==> src/hw/rtl/jse_pkg.sv <==
// ----------------------------------------------------------------------------
// jse_pkg: shared types and helpers of the JSON string escaper
// Command format passed from the classifier to the character emitter, plus
// character constants and the small functions both sides need.
// ----------------------------------------------------------------------------
`default_nettype none

package jse_pkg;

    // What the emitter has to produce for one command.
    typedef enum logic [1:0] {
        CMD_CHAR,   // one character, taken from data[6:0]
        CMD_ESC,    // backslash followed by data[6:0]
        CMD_U16     // backslash, 'u' and four lower-case hex digits of data
    } cmd_kind_t;

    typedef struct packed {
        cmd_kind_t   kind;
        logic [15:0] data;
        logic        last;  // final command caused by its input transaction
    } cmd_t;

    // Output slots of one input transaction, in the order they are sent.
    typedef enum logic [2:0] {
        SLOT_OPEN,      // opening quote
        SLOT_FIN_HI,    // finished sequence, first code unit
        SLOT_FIN_LO,    // finished sequence, low surrogate
        SLOT_FL_LEAD,   // broken sequence, lead byte as \u00xx
        SLOT_FL_B1,     // broken sequence, first held continuation byte
        SLOT_FL_B2,     // broken sequence, second held continuation byte
        SLOT_FRESH,     // the new byte on its own
        SLOT_CLOSE      // closing quote
    } slot_t;

    localparam int NUM_SLOTS = 8;

    localparam logic [6:0]  CH_QUOTE  = 7'h22;
    localparam logic [6:0]  CH_BSLASH = 7'h5c;
    localparam logic [6:0]  CH_SLASH  = 7'h2f;
    localparam logic [6:0]  CH_U      = 7'h75;
    localparam logic [6:0]  CH_ZERO   = 7'h30;
    localparam logic [6:0]  CH_LOWER_A = 7'h61;
    localparam logic [15:0] SURR_HI_BASE = 16'hd800;
    localparam logic [15:0] SURR_LO_BASE = 16'hdc00;
    localparam logic [19:0] SUPP_OFFSET  = 20'h10000;

    // Number of continuation bytes a lead byte asks for; zero if not a lead.
    function automatic logic [1:0] lead_need(input logic [7:0] b);
        logic [1:0] n;
        n = 2'd0;
        if ((b & 8'he0) == 8'hc0) begin
            n = 2'd1;
        end else if ((b & 8'hf0) == 8'he0) begin
            n = 2'd2;
        end else if ((b & 8'hf8) == 8'hf0) begin
            n = 2'd3;
        end
        return n;
    endfunction

    // Command for a byte that is not held as the start of a sequence.
    function automatic cmd_t single_cmd(input logic [7:0] b);
        cmd_t c;
        c.last = 1'b0;
        c.data = {8'h00, b};
        case (b)
            8'h22: begin c.kind = CMD_ESC; c.data = {9'd0, CH_QUOTE};   end
            8'h5c: begin c.kind = CMD_ESC; c.data = {9'd0, CH_BSLASH};  end
            8'h2f: begin c.kind = CMD_ESC; c.data = {9'd0, CH_SLASH};   end
            8'h0a: begin c.kind = CMD_ESC; c.data = {9'd0, 7'h6e};      end
            8'h0d: begin c.kind = CMD_ESC; c.data = {9'd0, 7'h72};      end
            8'h0c: begin c.kind = CMD_ESC; c.data = {9'd0, 7'h66};      end
            8'h08: begin c.kind = CMD_ESC; c.data = {9'd0, 7'h62};      end
            8'h09: begin c.kind = CMD_ESC; c.data = {9'd0, 7'h74};      end
            default:
            begin
                if (b <= 8'h1f || b >= 8'h7f) begin
                    c.kind = CMD_U16;
                end else begin
                    c.kind = CMD_CHAR;
                end
            end
        endcase
        return c;
    endfunction

    function automatic logic [6:0] hex_char(input logic [3:0] n);
        logic [6:0] c;
        if (n < 4'd10) begin
            c = CH_ZERO + {3'd0, n};
        end else begin
            c = CH_LOWER_A + {3'd0, n} - 7'd10;
        end
        return c;
    endfunction

    // Index of the final character of a command.
    function automatic logic [2:0] final_step(input cmd_kind_t k);
        logic [2:0] s;
        case (k)
            CMD_CHAR: s = 3'd0;
            CMD_ESC:  s = 3'd1;
            CMD_U16:  s = 3'd5;
            default:  s = 3'd0;
        endcase
        return s;
    endfunction

endpackage

`default_nettype wire

==> src/hw/rtl/jse_in_if.sv <==
// ----------------------------------------------------------------------------
// jse_in_if: raw byte channel
// Valid/ready channel carrying one string byte or an end-of-string mark.
// ----------------------------------------------------------------------------
`default_nettype none

interface jse_in_if;
    logic       valid;
    logic       ready;
    logic       mode;
    logic [7:0] in_byte;

    modport source (output valid, output mode, output in_byte, input ready);
    modport sink   (input valid, input mode, input in_byte, output ready);
endinterface

`default_nettype wire

==> src/hw/rtl/jse_out_if.sv <==
// ----------------------------------------------------------------------------
// jse_out_if: escaped character channel
// Valid/ready channel carrying one ASCII character of the quoted output.
// ----------------------------------------------------------------------------
`default_nettype none

interface jse_out_if;
    logic       valid;
    logic       ready;
    logic [6:0] out_char;
    logic       last_of_run;

    modport source (output valid, output out_char, output last_of_run, input ready);
    modport sink   (input valid, input out_char, input last_of_run, output ready);
endinterface

`default_nettype wire

==> src/hw/rtl/jse_fifo.sv <==
// ----------------------------------------------------------------------------
// jse_fifo: command queue
// Small register queue between the classifier and the emitter.
// ----------------------------------------------------------------------------
`default_nettype none

module jse_fifo #(
    parameter int DEPTH = 4     // at least 2
) (
    input  wire logic          clk,
    input  wire logic          rst_n,
    input  wire logic          push_valid,
    output logic               push_ready,
    input  wire jse_pkg::cmd_t push_data,
    output logic               pop_valid,
    input  wire logic          pop_ready,
    output jse_pkg::cmd_t      pop_data
);

    localparam int PW = $clog2(DEPTH);
    localparam int CW = $clog2(DEPTH + 1);
    localparam logic [CW-1:0] FULL_COUNT = CW'(DEPTH);
    localparam logic [PW-1:0] LAST_PTR   = PW'(DEPTH - 1);

    jse_pkg::cmd_t  mem_reg [DEPTH];
    logic [PW-1:0]  wr_ptr_reg, wr_ptr_next;
    logic [PW-1:0]  rd_ptr_reg, rd_ptr_next;
    logic [CW-1:0]  count_reg, count_next;
    logic           do_push, do_pop;

    assign push_ready = (count_reg != FULL_COUNT);
    assign pop_valid  = (count_reg != '0);
    assign pop_data   = mem_reg[rd_ptr_reg];
    assign do_push    = push_valid && push_ready;
    assign do_pop     = pop_valid && pop_ready;

    always_comb
    begin
        wr_ptr_next = wr_ptr_reg;
        rd_ptr_next = rd_ptr_reg;
        count_next  = count_reg;
        if (do_push)
        begin
            wr_ptr_next = (wr_ptr_reg == LAST_PTR) ? '0 : wr_ptr_reg + 1'b1;
        end
        if (do_pop)
        begin
            rd_ptr_next = (rd_ptr_reg == LAST_PTR) ? '0 : rd_ptr_reg + 1'b1;
        end
        if (do_push && !do_pop)
        begin
            count_next = count_reg + 1'b1;
        end
        else if (do_pop && !do_push)
        begin
            count_next = count_reg - 1'b1;
        end
    end

    always_ff @(posedge clk or negedge rst_n)
    begin
        if (!rst_n)
        begin
            wr_ptr_reg <= '0;
            rd_ptr_reg <= '0;
            count_reg  <= '0;
        end
        else
        begin
            wr_ptr_reg <= wr_ptr_next;
            rd_ptr_reg <= rd_ptr_next;
            count_reg  <= count_next;
        end
    end

    always_ff @(posedge clk)
    begin
        if (do_push)
        begin
            mem_reg[wr_ptr_reg] <= push_data;
        end
    end

endmodule

`default_nettype wire

==> src/hw/rtl/jse_classify.sv <==
// ----------------------------------------------------------------------------
// jse_classify: byte classifier and UTF-8 tracker
// Accepts bytes and end marks, tracks held UTF-8 sequences and issues each
// transaction's commands into the queue, one per cycle while it has room.
// ----------------------------------------------------------------------------
`default_nettype none

module jse_classify (
    input  wire logic     clk,
    input  wire logic     rst_n,
    jse_in_if.sink        raw,
    output logic          cmd_valid,
    input  wire logic     cmd_ready,
    output jse_pkg::cmd_t cmd
);

    localparam int NS = jse_pkg::NUM_SLOTS;

    logic          started_reg, started_next;
    logic [7:0]    pend0_reg, pend0_next;
    logic [7:0]    pend1_reg, pend1_next;
    logic [7:0]    pend2_reg, pend2_next;
    logic [1:0]    pcount_reg, pcount_next;
    logic [1:0]    need_reg, need_next;
    logic [NS-1:0] mask_reg, mask_next;

    // Snapshot of what the issued commands of the current transaction need.
    logic [7:0]    snap_lead_reg, snap_p1_reg, snap_p2_reg, snap_b_reg;
    logic [15:0]   fin_hi_reg, fin_lo_reg;
    logic [15:0]   fin_hi, fin_lo;

    logic          accept;
    logic          is_cont, cont_case, finish, broken, four_byte;
    logic [1:0]    b_need;
    logic [4:0]    lead_m;
    logic [22:0]   cp;
    logic [19:0]   supp;
    logic [NS-1:0] low_onehot, new_mask;
    jse_pkg::slot_t slot;
    jse_pkg::cmd_t  slot_cmd;

    assign raw.ready = (mask_reg == '0);
    assign accept    = raw.valid && raw.ready;

    // Classification of the offered transaction against the held sequence.
    always_comb
    begin
        is_cont   = (raw.in_byte[7:6] == 2'b10);
        b_need    = jse_pkg::lead_need(raw.in_byte);
        cont_case = !raw.mode && (pcount_reg != 2'd0) && is_cont;
        finish    = cont_case && (need_reg <= 2'd1 || pcount_reg == 2'd3);
        broken    = (pcount_reg != 2'd0) && (raw.mode || !is_cont);
        four_byte = ((pend0_reg & 8'hf8) == 8'hf0);

        new_mask = '0;
        new_mask[jse_pkg::SLOT_OPEN]    = !started_reg;
        new_mask[jse_pkg::SLOT_FIN_HI]  = finish;
        new_mask[jse_pkg::SLOT_FIN_LO]  = finish && four_byte;
        new_mask[jse_pkg::SLOT_FL_LEAD] = broken;
        new_mask[jse_pkg::SLOT_FL_B1]   = broken && (pcount_reg >= 2'd2);
        new_mask[jse_pkg::SLOT_FL_B2]   = broken && (pcount_reg == 2'd3);
        new_mask[jse_pkg::SLOT_FRESH]   = !raw.mode && !cont_case && (b_need == 2'd0);
        new_mask[jse_pkg::SLOT_CLOSE]   = raw.mode;
    end

    // Code point of a finished sequence and its UTF-16 code units.
    always_comb
    begin
        if ((pend0_reg & 8'he0) == 8'hc0)
        begin
            lead_m = pend0_reg[4:0];
        end
        else if ((pend0_reg & 8'hf0) == 8'he0)
        begin
            lead_m = {1'b0, pend0_reg[3:0]};
        end
        else
        begin
            lead_m = {2'b00, pend0_reg[2:0]};
        end

        case (pcount_reg)
            2'd1:    cp = {12'd0, lead_m, raw.in_byte[5:0]};
            2'd2:    cp = {6'd0, lead_m, pend1_reg[5:0], raw.in_byte[5:0]};
            default: cp = {lead_m, pend1_reg[5:0], pend2_reg[5:0], raw.in_byte[5:0]};
        endcase

        supp = cp[19:0] - jse_pkg::SUPP_OFFSET;
        if (four_byte)
        begin
            fin_hi = jse_pkg::SURR_HI_BASE + {6'd0, supp[19:10]};
            fin_lo = jse_pkg::SURR_LO_BASE + {6'd0, supp[9:0]};
        end
        else
        begin
            fin_hi = cp[15:0];
            fin_lo = cp[15:0];
        end
    end

    // Sequence state after the offered transaction.
    always_comb
    begin
        started_next = started_reg;
        pend0_next   = pend0_reg;
        pend1_next   = pend1_reg;
        pend2_next   = pend2_reg;
        pcount_next  = pcount_reg;
        need_next    = need_reg;
        mask_next    = mask_reg & ~low_onehot;
        if (!cmd_ready || mask_reg == '0)
        begin
            mask_next = mask_reg;
        end
        if (accept)
        begin
            mask_next    = new_mask;
            started_next = !raw.mode;
            if (raw.mode || finish)
            begin
                pcount_next = 2'd0;
                need_next   = 2'd0;
            end
            else if (cont_case)
            begin
                case (pcount_reg)
                    2'd1:    pend1_next = raw.in_byte;
                    2'd2:    pend2_next = raw.in_byte;
                    default: pend2_next = pend2_reg;
                endcase
                pcount_next = pcount_reg + 2'd1;
                need_next   = need_reg - 2'd1;
            end
            else if (b_need != 2'd0)
            begin
                pend0_next  = raw.in_byte;
                pcount_next = 2'd1;
                need_next   = b_need;
            end
            else
            begin
                pcount_next = 2'd0;
                need_next   = 2'd0;
            end
        end
    end

    // Lowest pending slot goes out next.
    always_comb
    begin
        low_onehot = mask_reg & (~mask_reg + 1'b1);
        slot       = jse_pkg::SLOT_OPEN;
        for (int i = 0; i < NS; i++)
        begin
            if (low_onehot[i])
            begin
                slot = jse_pkg::slot_t'(i);
            end
        end
    end

    always_comb
    begin
        slot_cmd      = '0;
        slot_cmd.kind = jse_pkg::CMD_CHAR;
        case (slot)
            jse_pkg::SLOT_OPEN:
            begin
                slot_cmd.data = {9'd0, jse_pkg::CH_QUOTE};
            end
            jse_pkg::SLOT_FIN_HI:
            begin
                slot_cmd.kind = jse_pkg::CMD_U16;
                slot_cmd.data = fin_hi_reg;
            end
            jse_pkg::SLOT_FIN_LO:
            begin
                slot_cmd.kind = jse_pkg::CMD_U16;
                slot_cmd.data = fin_lo_reg;
            end
            jse_pkg::SLOT_FL_LEAD:
            begin
                slot_cmd.kind = jse_pkg::CMD_U16;
                slot_cmd.data = {8'h00, snap_lead_reg};
            end
            jse_pkg::SLOT_FL_B1:  slot_cmd = jse_pkg::single_cmd(snap_p1_reg);
            jse_pkg::SLOT_FL_B2:  slot_cmd = jse_pkg::single_cmd(snap_p2_reg);
            jse_pkg::SLOT_FRESH:  slot_cmd = jse_pkg::single_cmd(snap_b_reg);
            jse_pkg::SLOT_CLOSE:
            begin
                slot_cmd.data = {9'd0, jse_pkg::CH_QUOTE};
            end
            default:
            begin
                slot_cmd.data = {9'd0, jse_pkg::CH_QUOTE};
            end
        endcase
        slot_cmd.last = ((mask_reg & ~low_onehot) == '0);
    end

    assign cmd_valid = (mask_reg != '0);
    assign cmd       = slot_cmd;

    always_ff @(posedge clk or negedge rst_n)
    begin
        if (!rst_n)
        begin
            started_reg <= 1'b0;
            pcount_reg  <= 2'd0;
            need_reg    <= 2'd0;
            mask_reg    <= '0;
        end
        else
        begin
            started_reg <= started_next;
            pcount_reg  <= pcount_next;
            need_reg    <= need_next;
            mask_reg    <= mask_next;
        end
    end

    always_ff @(posedge clk)
    begin
        pend0_reg <= pend0_next;
        pend1_reg <= pend1_next;
        pend2_reg <= pend2_next;
        if (accept)
        begin
            snap_lead_reg <= pend0_reg;
            snap_p1_reg   <= pend1_reg;
            snap_p2_reg   <= pend2_reg;
            snap_b_reg    <= raw.in_byte;
            fin_hi_reg    <= fin_hi;
            fin_lo_reg    <= fin_lo;
        end
    end

endmodule

`default_nettype wire

==> src/hw/rtl/jse_emit.sv <==
// ----------------------------------------------------------------------------
// jse_emit: character emitter
// Expands queued escape commands into characters through a registered output
// stage, one per cycle while the receiver is ready.
// ----------------------------------------------------------------------------
`default_nettype none

module jse_emit (
    input  wire logic          clk,
    input  wire logic          rst_n,
    input  wire logic          cmd_valid,
    output logic               cmd_ready,
    input  wire jse_pkg::cmd_t cmd,
    jse_out_if.source          escaped
);

    jse_pkg::cmd_t cur_reg;
    logic          cur_valid_reg, cur_valid_next;
    logic [2:0]    step_reg, step_next;
    logic          out_valid_reg, out_valid_next;
    logic [6:0]    out_char_reg;
    logic          out_last_reg;

    logic          load, at_final, done, pop;
    logic [6:0]    char_now;

    assign load      = cur_valid_reg && (!out_valid_reg || escaped.ready);
    assign at_final  = (step_reg == jse_pkg::final_step(cur_reg.kind));
    assign done      = load && at_final;
    assign cmd_ready = !cur_valid_reg || done;
    assign pop       = cmd_valid && cmd_ready;

    always_comb
    begin
        case (cur_reg.kind)
            jse_pkg::CMD_CHAR: char_now = cur_reg.data[6:0];
            jse_pkg::CMD_ESC:
            begin
                char_now = (step_reg == 3'd0) ? jse_pkg::CH_BSLASH : cur_reg.data[6:0];
            end
            jse_pkg::CMD_U16:
            begin
                case (step_reg)
                    3'd0:    char_now = jse_pkg::CH_BSLASH;
                    3'd1:    char_now = jse_pkg::CH_U;
                    3'd2:    char_now = jse_pkg::hex_char(cur_reg.data[15:12]);
                    3'd3:    char_now = jse_pkg::hex_char(cur_reg.data[11:8]);
                    3'd4:    char_now = jse_pkg::hex_char(cur_reg.data[7:4]);
                    default: char_now = jse_pkg::hex_char(cur_reg.data[3:0]);
                endcase
            end
            default: char_now = cur_reg.data[6:0];
        endcase
    end

    always_comb
    begin
        cur_valid_next = cur_valid_reg;
        step_next      = step_reg;
        if (pop)
        begin
            cur_valid_next = 1'b1;
            step_next      = 3'd0;
        end
        else if (done)
        begin
            cur_valid_next = 1'b0;
        end
        else if (load)
        begin
            step_next = step_reg + 3'd1;
        end

        out_valid_next = out_valid_reg;
        if (load)
        begin
            out_valid_next = 1'b1;
        end
        else if (escaped.ready)
        begin
            out_valid_next = 1'b0;
        end
    end

    always_ff @(posedge clk or negedge rst_n)
    begin
        if (!rst_n)
        begin
            cur_valid_reg <= 1'b0;
            step_reg      <= 3'd0;
            out_valid_reg <= 1'b0;
        end
        else
        begin
            cur_valid_reg <= cur_valid_next;
            step_reg      <= step_next;
            out_valid_reg <= out_valid_next;
        end
    end

    always_ff @(posedge clk)
    begin
        if (pop)
        begin
            cur_reg <= cmd;
        end
        if (load)
        begin
            out_char_reg <= char_now;
            out_last_reg <= cur_reg.last && at_final;
        end
    end

    assign escaped.valid       = out_valid_reg;
    assign escaped.out_char    = out_char_reg;
    assign escaped.last_of_run = out_last_reg;

endmodule

`default_nettype wire

==> src/hw/rtl/json_string_escaper_utf8.sv <==
// ----------------------------------------------------------------------------
// json_string_escaper_utf8: streaming JSON string escaper
// Turns raw UTF-8 string bytes into the characters of a quoted JSON string.
// ----------------------------------------------------------------------------
// Usage:
//   raw carries one transaction per string byte (mode 0) or an end-of-string
//   mark (mode 1). escaped carries the ASCII characters of the quoted form;
//   last_of_run marks the final character caused by one raw transaction.
//   The first transaction of a string yields the opening quote, the end mark
//   the closing quote. Bytes of an incomplete UTF-8 sequence are held and
//   give no characters until the sequence completes or breaks.
// Timing:
//   The classifier registers the commands of a transaction when it accepts
//   it and then pushes them into the queue one per cycle while the queue has
//   room; it takes the next transaction once every command is issued. The
//   emitter sends one character per cycle while the receiver is ready. The
//   first character of a transaction passes through the classifier's slot
//   mask, the queue, the emitter's command register and the output register.
// Reset and stalls:
//   Reset drops any held sequence and starts a new string. A stalled
//   receiver backs up the output register, then the queue, then raw.ready.
// ----------------------------------------------------------------------------
`default_nettype none

module json_string_escaper_utf8 #(
    parameter int FIFO_DEPTH = 4
) (
    input wire logic  clk,
    input wire logic  rst_n,
    jse_in_if.sink    raw,
    jse_out_if.source escaped
);

    logic          push_valid, push_ready;
    logic          pop_valid, pop_ready;
    jse_pkg::cmd_t push_cmd, pop_cmd;

    jse_classify u_classify (
        .clk       (clk),
        .rst_n     (rst_n),
        .raw       (raw),
        .cmd_valid (push_valid),
        .cmd_ready (push_ready),
        .cmd       (push_cmd)
    );

    jse_fifo #(
        .DEPTH (FIFO_DEPTH)
    ) u_fifo (
        .clk        (clk),
        .rst_n      (rst_n),
        .push_valid (push_valid),
        .push_ready (push_ready),
        .push_data  (push_cmd),
        .pop_valid  (pop_valid),
        .pop_ready  (pop_ready),
        .pop_data   (pop_cmd)
    );

    jse_emit u_emit (
        .clk       (clk),
        .rst_n     (rst_n),
        .cmd_valid (pop_valid),
        .cmd_ready (pop_ready),
        .cmd       (pop_cmd),
        .escaped   (escaped)
    );

endmodule

`default_nettype wire

==> src/flat_wrapper.sv <==
// flat-port wrapper written by rule: the top's interface ports become plain ports
module json_string_escaper_utf8_flat 
#(
    parameter int FIFO_DEPTH = 4
)
  (clk, rst_n, raw_valid, raw_mode, raw_in_byte, raw_ready, escaped_valid, escaped_out_char, escaped_last_of_run, escaped_ready);
  jse_in_if raw_i ();
  jse_out_if escaped_i ();
  input wire logic clk;
  input wire logic rst_n;
  input wire logic [$bits(raw_i.valid)-1:0] raw_valid;
  input wire logic [$bits(raw_i.mode)-1:0] raw_mode;
  input wire logic [$bits(raw_i.in_byte)-1:0] raw_in_byte;
  output wire logic [$bits(raw_i.ready)-1:0] raw_ready;
  output wire logic [$bits(escaped_i.valid)-1:0] escaped_valid;
  output wire logic [$bits(escaped_i.out_char)-1:0] escaped_out_char;
  output wire logic [$bits(escaped_i.last_of_run)-1:0] escaped_last_of_run;
  input wire logic [$bits(escaped_i.ready)-1:0] escaped_ready;
  assign raw_i.valid = raw_valid;
  assign raw_i.mode = raw_mode;
  assign raw_i.in_byte = raw_in_byte;
  assign raw_ready = raw_i.ready;
  assign escaped_valid = escaped_i.valid;
  assign escaped_out_char = escaped_i.out_char;
  assign escaped_last_of_run = escaped_i.last_of_run;
  assign escaped_i.ready = escaped_ready;
  json_string_escaper_utf8 #(.FIFO_DEPTH(FIFO_DEPTH)) u_core (.clk(clk), .rst_n(rst_n), .raw(raw_i), .escaped(escaped_i));
endmodule
==> config.mk <==
export PLATFORM = sky130hd
export DESIGN_NAME = json_string_escaper_utf8_flat
export DESIGN_NICKNAME = d
export VERILOG_FILES = /design/src/hw/rtl/jse_pkg.sv /design/src/hw/rtl/jse_in_if.sv /design/src/hw/rtl/jse_out_if.sv /design/src/hw/rtl/jse_fifo.sv /design/src/hw/rtl/jse_classify.sv /design/src/hw/rtl/jse_emit.sv /design/src/hw/rtl/json_string_escaper_utf8.sv /design/src/flat_wrapper.sv
export SDC_FILE = /design/constraint.sdc
export NUM_CORES = 1
export LEC_CHECK = 0
export BUFFER_PORTS_ARGS = -buffer_cell sky130_fd_sc_hd__buf_2
export CAP_MARGIN = 20
export CORE_MARGIN = 4
export CORE_UTILIZATION = 35
export DETAILED_ROUTE_END_ITERATION = 16
export HOLD_SLACK_MARGIN = 0.05
export SKIP_CTS_REPAIR_TIMING = 1
export SYNTH_ARGS = -nofsm -noshare
export SYNTH_HDL_FRONTEND = slang
export SYNTH_SLANG_ARGS = --single-unit
==> constraint.sdc <==
create_clock -name clk -period 2.99 [get_ports clk]
set_input_delay 0.7475 -clock clk [delete_from_list [all_inputs] [get_ports clk]]
set_output_delay 0.7475 -clock clk [all_outputs]
set_load 0.03 [all_outputs]
==> impl_metrics.ini <==
[run_status]
status = finished clean

[logic_synthesis]
synth_nets = 768
seq_area_frac_synth = 0.633
ys_types = 75
dominantRegCellSynth = edfxtp_1
syn_avg_cell_area_sq_um = 13.0
netlist_instances = 731
yosysWarnings = 0
synth-async-reset-ratio = 0.122
synth_edf_count = 180
syn-cell-area_sq_mm = 0.00953
synth-seq-cells = 205

[die]
rows = 60
pin_count = 23
initial_core_util = 0.354
die_area_sq_mm = 0.0299
core_area_sq_mm = 0.0269
die_h_microns = 173
die_w_microns = 173

[critical_path]
crit_path_max_fanout = 11
worstRegToRegCells = 10
cp_data_arrival_time_ns = 2.07
r2r-start = u_core.u_emit.cur_reg[18]
critPathRequiredTime_ns = 2.24
crit_type = reg2out
reg2reg_slack_ns = 0.27
critPathLaunchType = register
crit_start = u_core.u_classify.mask_reg[1]
r2r_end = u_core.u_fifo.count_reg[1]
crit_path_end_kind = primary output

[grt]
overflow = 0
antenna_found_initial = 0
grt_max_degree = 55
grt_usage = 0.135
grt_pass1_vias = 5946
grt_pass1_wl_mm = 32.9

[sta]
tightestPinTransition_ns = 0.986
setup_ws_ns = 0.172
finClkSkew_ns = 0.0130
clock.fmax_ghz = 0.355
tns_ns = 0
finalHoldViolations = 0
post-route-period-util = 0.943
drv_slew = 0
final-setup-viol-count = 0
rsz0062_at_grt = no
relSlewSlack = 0.343
post-route-min-period_ns = 2.82

[hold_path]
hp-class = in2async

[cts]
cts_buffers = 23
clock-sinks = 205
clk_pin_slew_ns = 0.06
clk_path_buf_depth = 3
ctsRootBufferMaster = clkbuf_16
htreeDepth = 1
clock_latency_ns = 0.50
cts_tree = done

[routing]
drt_iter0_markers = 559
drc_errors = 0
wl_per_cell_microns = 18.3
routed-via-count = 6012
avgViaCountPerCell = 5.37
drt-total-wl_mm = 20.5
drtAntennaViolNets = 0
dr.pass1.iters = 6

[cells_and_area]
fin_nets = 799
antenna_cells = 0
area_growth_pct = 13.8
n_fill_cell = 2509
drive_gt1_frac = 0.140
finalNonFillerCells = 1119
largest_reg_flops = 76
fin_util = 0.403

[power_and_ir_drop]
irDropWorstVdd_mv = 0.518
power.leakage_nw = 3.83
power_density_mw_per_mm2 = 1020

[placement]
place_hpwl_mm = 14.7
preCtsSetupSlack_ns = 0.235
port_buffers = 22
place_congestion = 0.890
dp_cells = 1078

[flow_run]
max-cap-violations = 0
cell families (layout without fill, tap and decap cells):
group | after synthesis | count (layout) | share of synthesized area
fa+ha+maj | 25 | 25 | 0.0334
simple gates | 216 | 216 | 0.120
flops | 205 | 205 | 0.633
xor+xnor | 15 | 15 | 0.0138
compound gates | 178 | 178 | 0.121
mux | 24 | 24 | 0.0506
buf+inv | 68 | 115 | 0.0282
how the worst max path moves through the flow:
stage	end	slack (ns)
finish	raw_ready	0.17
detailed placement	u_core.u_fifo.count_reg[1]	0.24
CTS	raw_ready	0.13
floorplan	u_core.u_fifo.count_reg[1]	0.03
global placement	u_core.u_classify.pend1_reg[0]	0.32
global route	raw_ready	0.08
power breakdown:
part / internal, mW / switching [mW] / leakage, nW
clock: 1.76 / 1.09 / 0.366
combinational: 1.35 / 2.02 / 1.47
sequential: 4.28 / 0.525 / 1.99
total: 7.39 / 3.63 / 3.83
metrics by stage:
| stage | area (sq um) | power, mW | hold slack, ns |
|---|---|---|---|
| finish | 10800 | 11.0 | 0.263 |
| CTS | 10800 | 11.1 | 0.295 |
| floorplan | 9540 | 7.19 | 0.400 |
| detailed placement | 10100 | 8.27 | 0.409 |
| global route | 10800 | 11.7 | 0.314 |
| global placement | 10100 | 8.22 | 0.414 |
area by class of cell:
| type | instances | area (sq um) | share of cell area |
|---|---|---|---|
| Clock inverter | 14 | 181 | 0.0167 |
| Sequential cell | 205 | 6030 | 0.556 |
| Multi-Input combinational cell | 458 | 3240 | 0.299 |
| Timing Repair Buffer | 37 | 235 | 0.0217 |
| Clock buffer | 27 | 591 | 0.0545 |
| Tap cell | 341 | 427 | 0.0393 |
| Inverter | 37 | 139 | 0.0128 |
critical path, stage by stage, from the launching register on:
cell     delay (ns)
dfrtp_1        0.51
or4_4          0.61
nor4_4         0.19
buf_2          0.26
synth_stat cells (all sizes together), types with 5 or more instances:
master / number / share of area
xnor2: 10 / 0.0092
o21ai: 50 / 0.026
a31oi: 9 / 0.0059
mux4: 19 / 0.045
dfrtp: 25 / 0.066
nor4b: 5 / 0.0062
ha: 23 / 0.030
buf: 10 / 0.0054
nand2b: 7 / 0.0046
edfxtp: 180 / 0.57
nor2b: 13 / 0.0085
inv: 36 / 0.014
a22o: 5 / 0.0046
clkbuf: 21 / 0.0083
nand2: 53 / 0.021
xor2: 5 / 0.0046
nor3: 17 / 0.0089
o22ai: 7 / 0.0046
and2: 12 / 0.0079
or3: 8 / 0.0053
a21oi: 38 / 0.020
a22oi: 14 / 0.011
nor2: 54 / 0.022
a211oi: 5 / 0.0039
a221oi: 6 / 0.0055
nor4: 5 / 0.0049
nand3: 14 / 0.0074
nor3b: 5 / 0.0045
layout by cell type, fill, tap and decap left out, types with 6 or more instances in the layout:
cell type / netlist / layout
a221oi_1: 6 / 6
nor2b_1: 13 / 13
buf_2: 5 / 22
and2_1: 12 / 12
o22ai_1: 7 / 7
mux4_2: 19 / 19
nand3_1: 14 / 14
buf_4: 0 / 14
nor3_1: 17 / 17
or3_1: 8 / 8
nand2b_1: 7 / 7
dfrtp_1: 25 / 25
xnor2_1: 10 / 10
a21oi_1: 38 / 38
edfxtp_1: 180 / 180
clkbuf_16: 0 / 23
a22oi_1: 14 / 14
ha_1: 23 / 23
nor2_1: 53 / 53
o21ai_0: 48 / 48
inv_1: 36 / 35
a31oi_1: 9 / 9
nand2_1: 52 / 52
routing by layer:
metal	wire, microns	share of wire	GRT usage	up-vias
met2	9740	0.47	0.224	170
li1	-	-	-	2879
met3	811	0.040	0.0197	48
met4	697	0.034	0.0466	0
met5	0	0	0	-
met1	9270	0.45	0.184	2915
No activity file was read; power rests on OpenSTA's default activity.
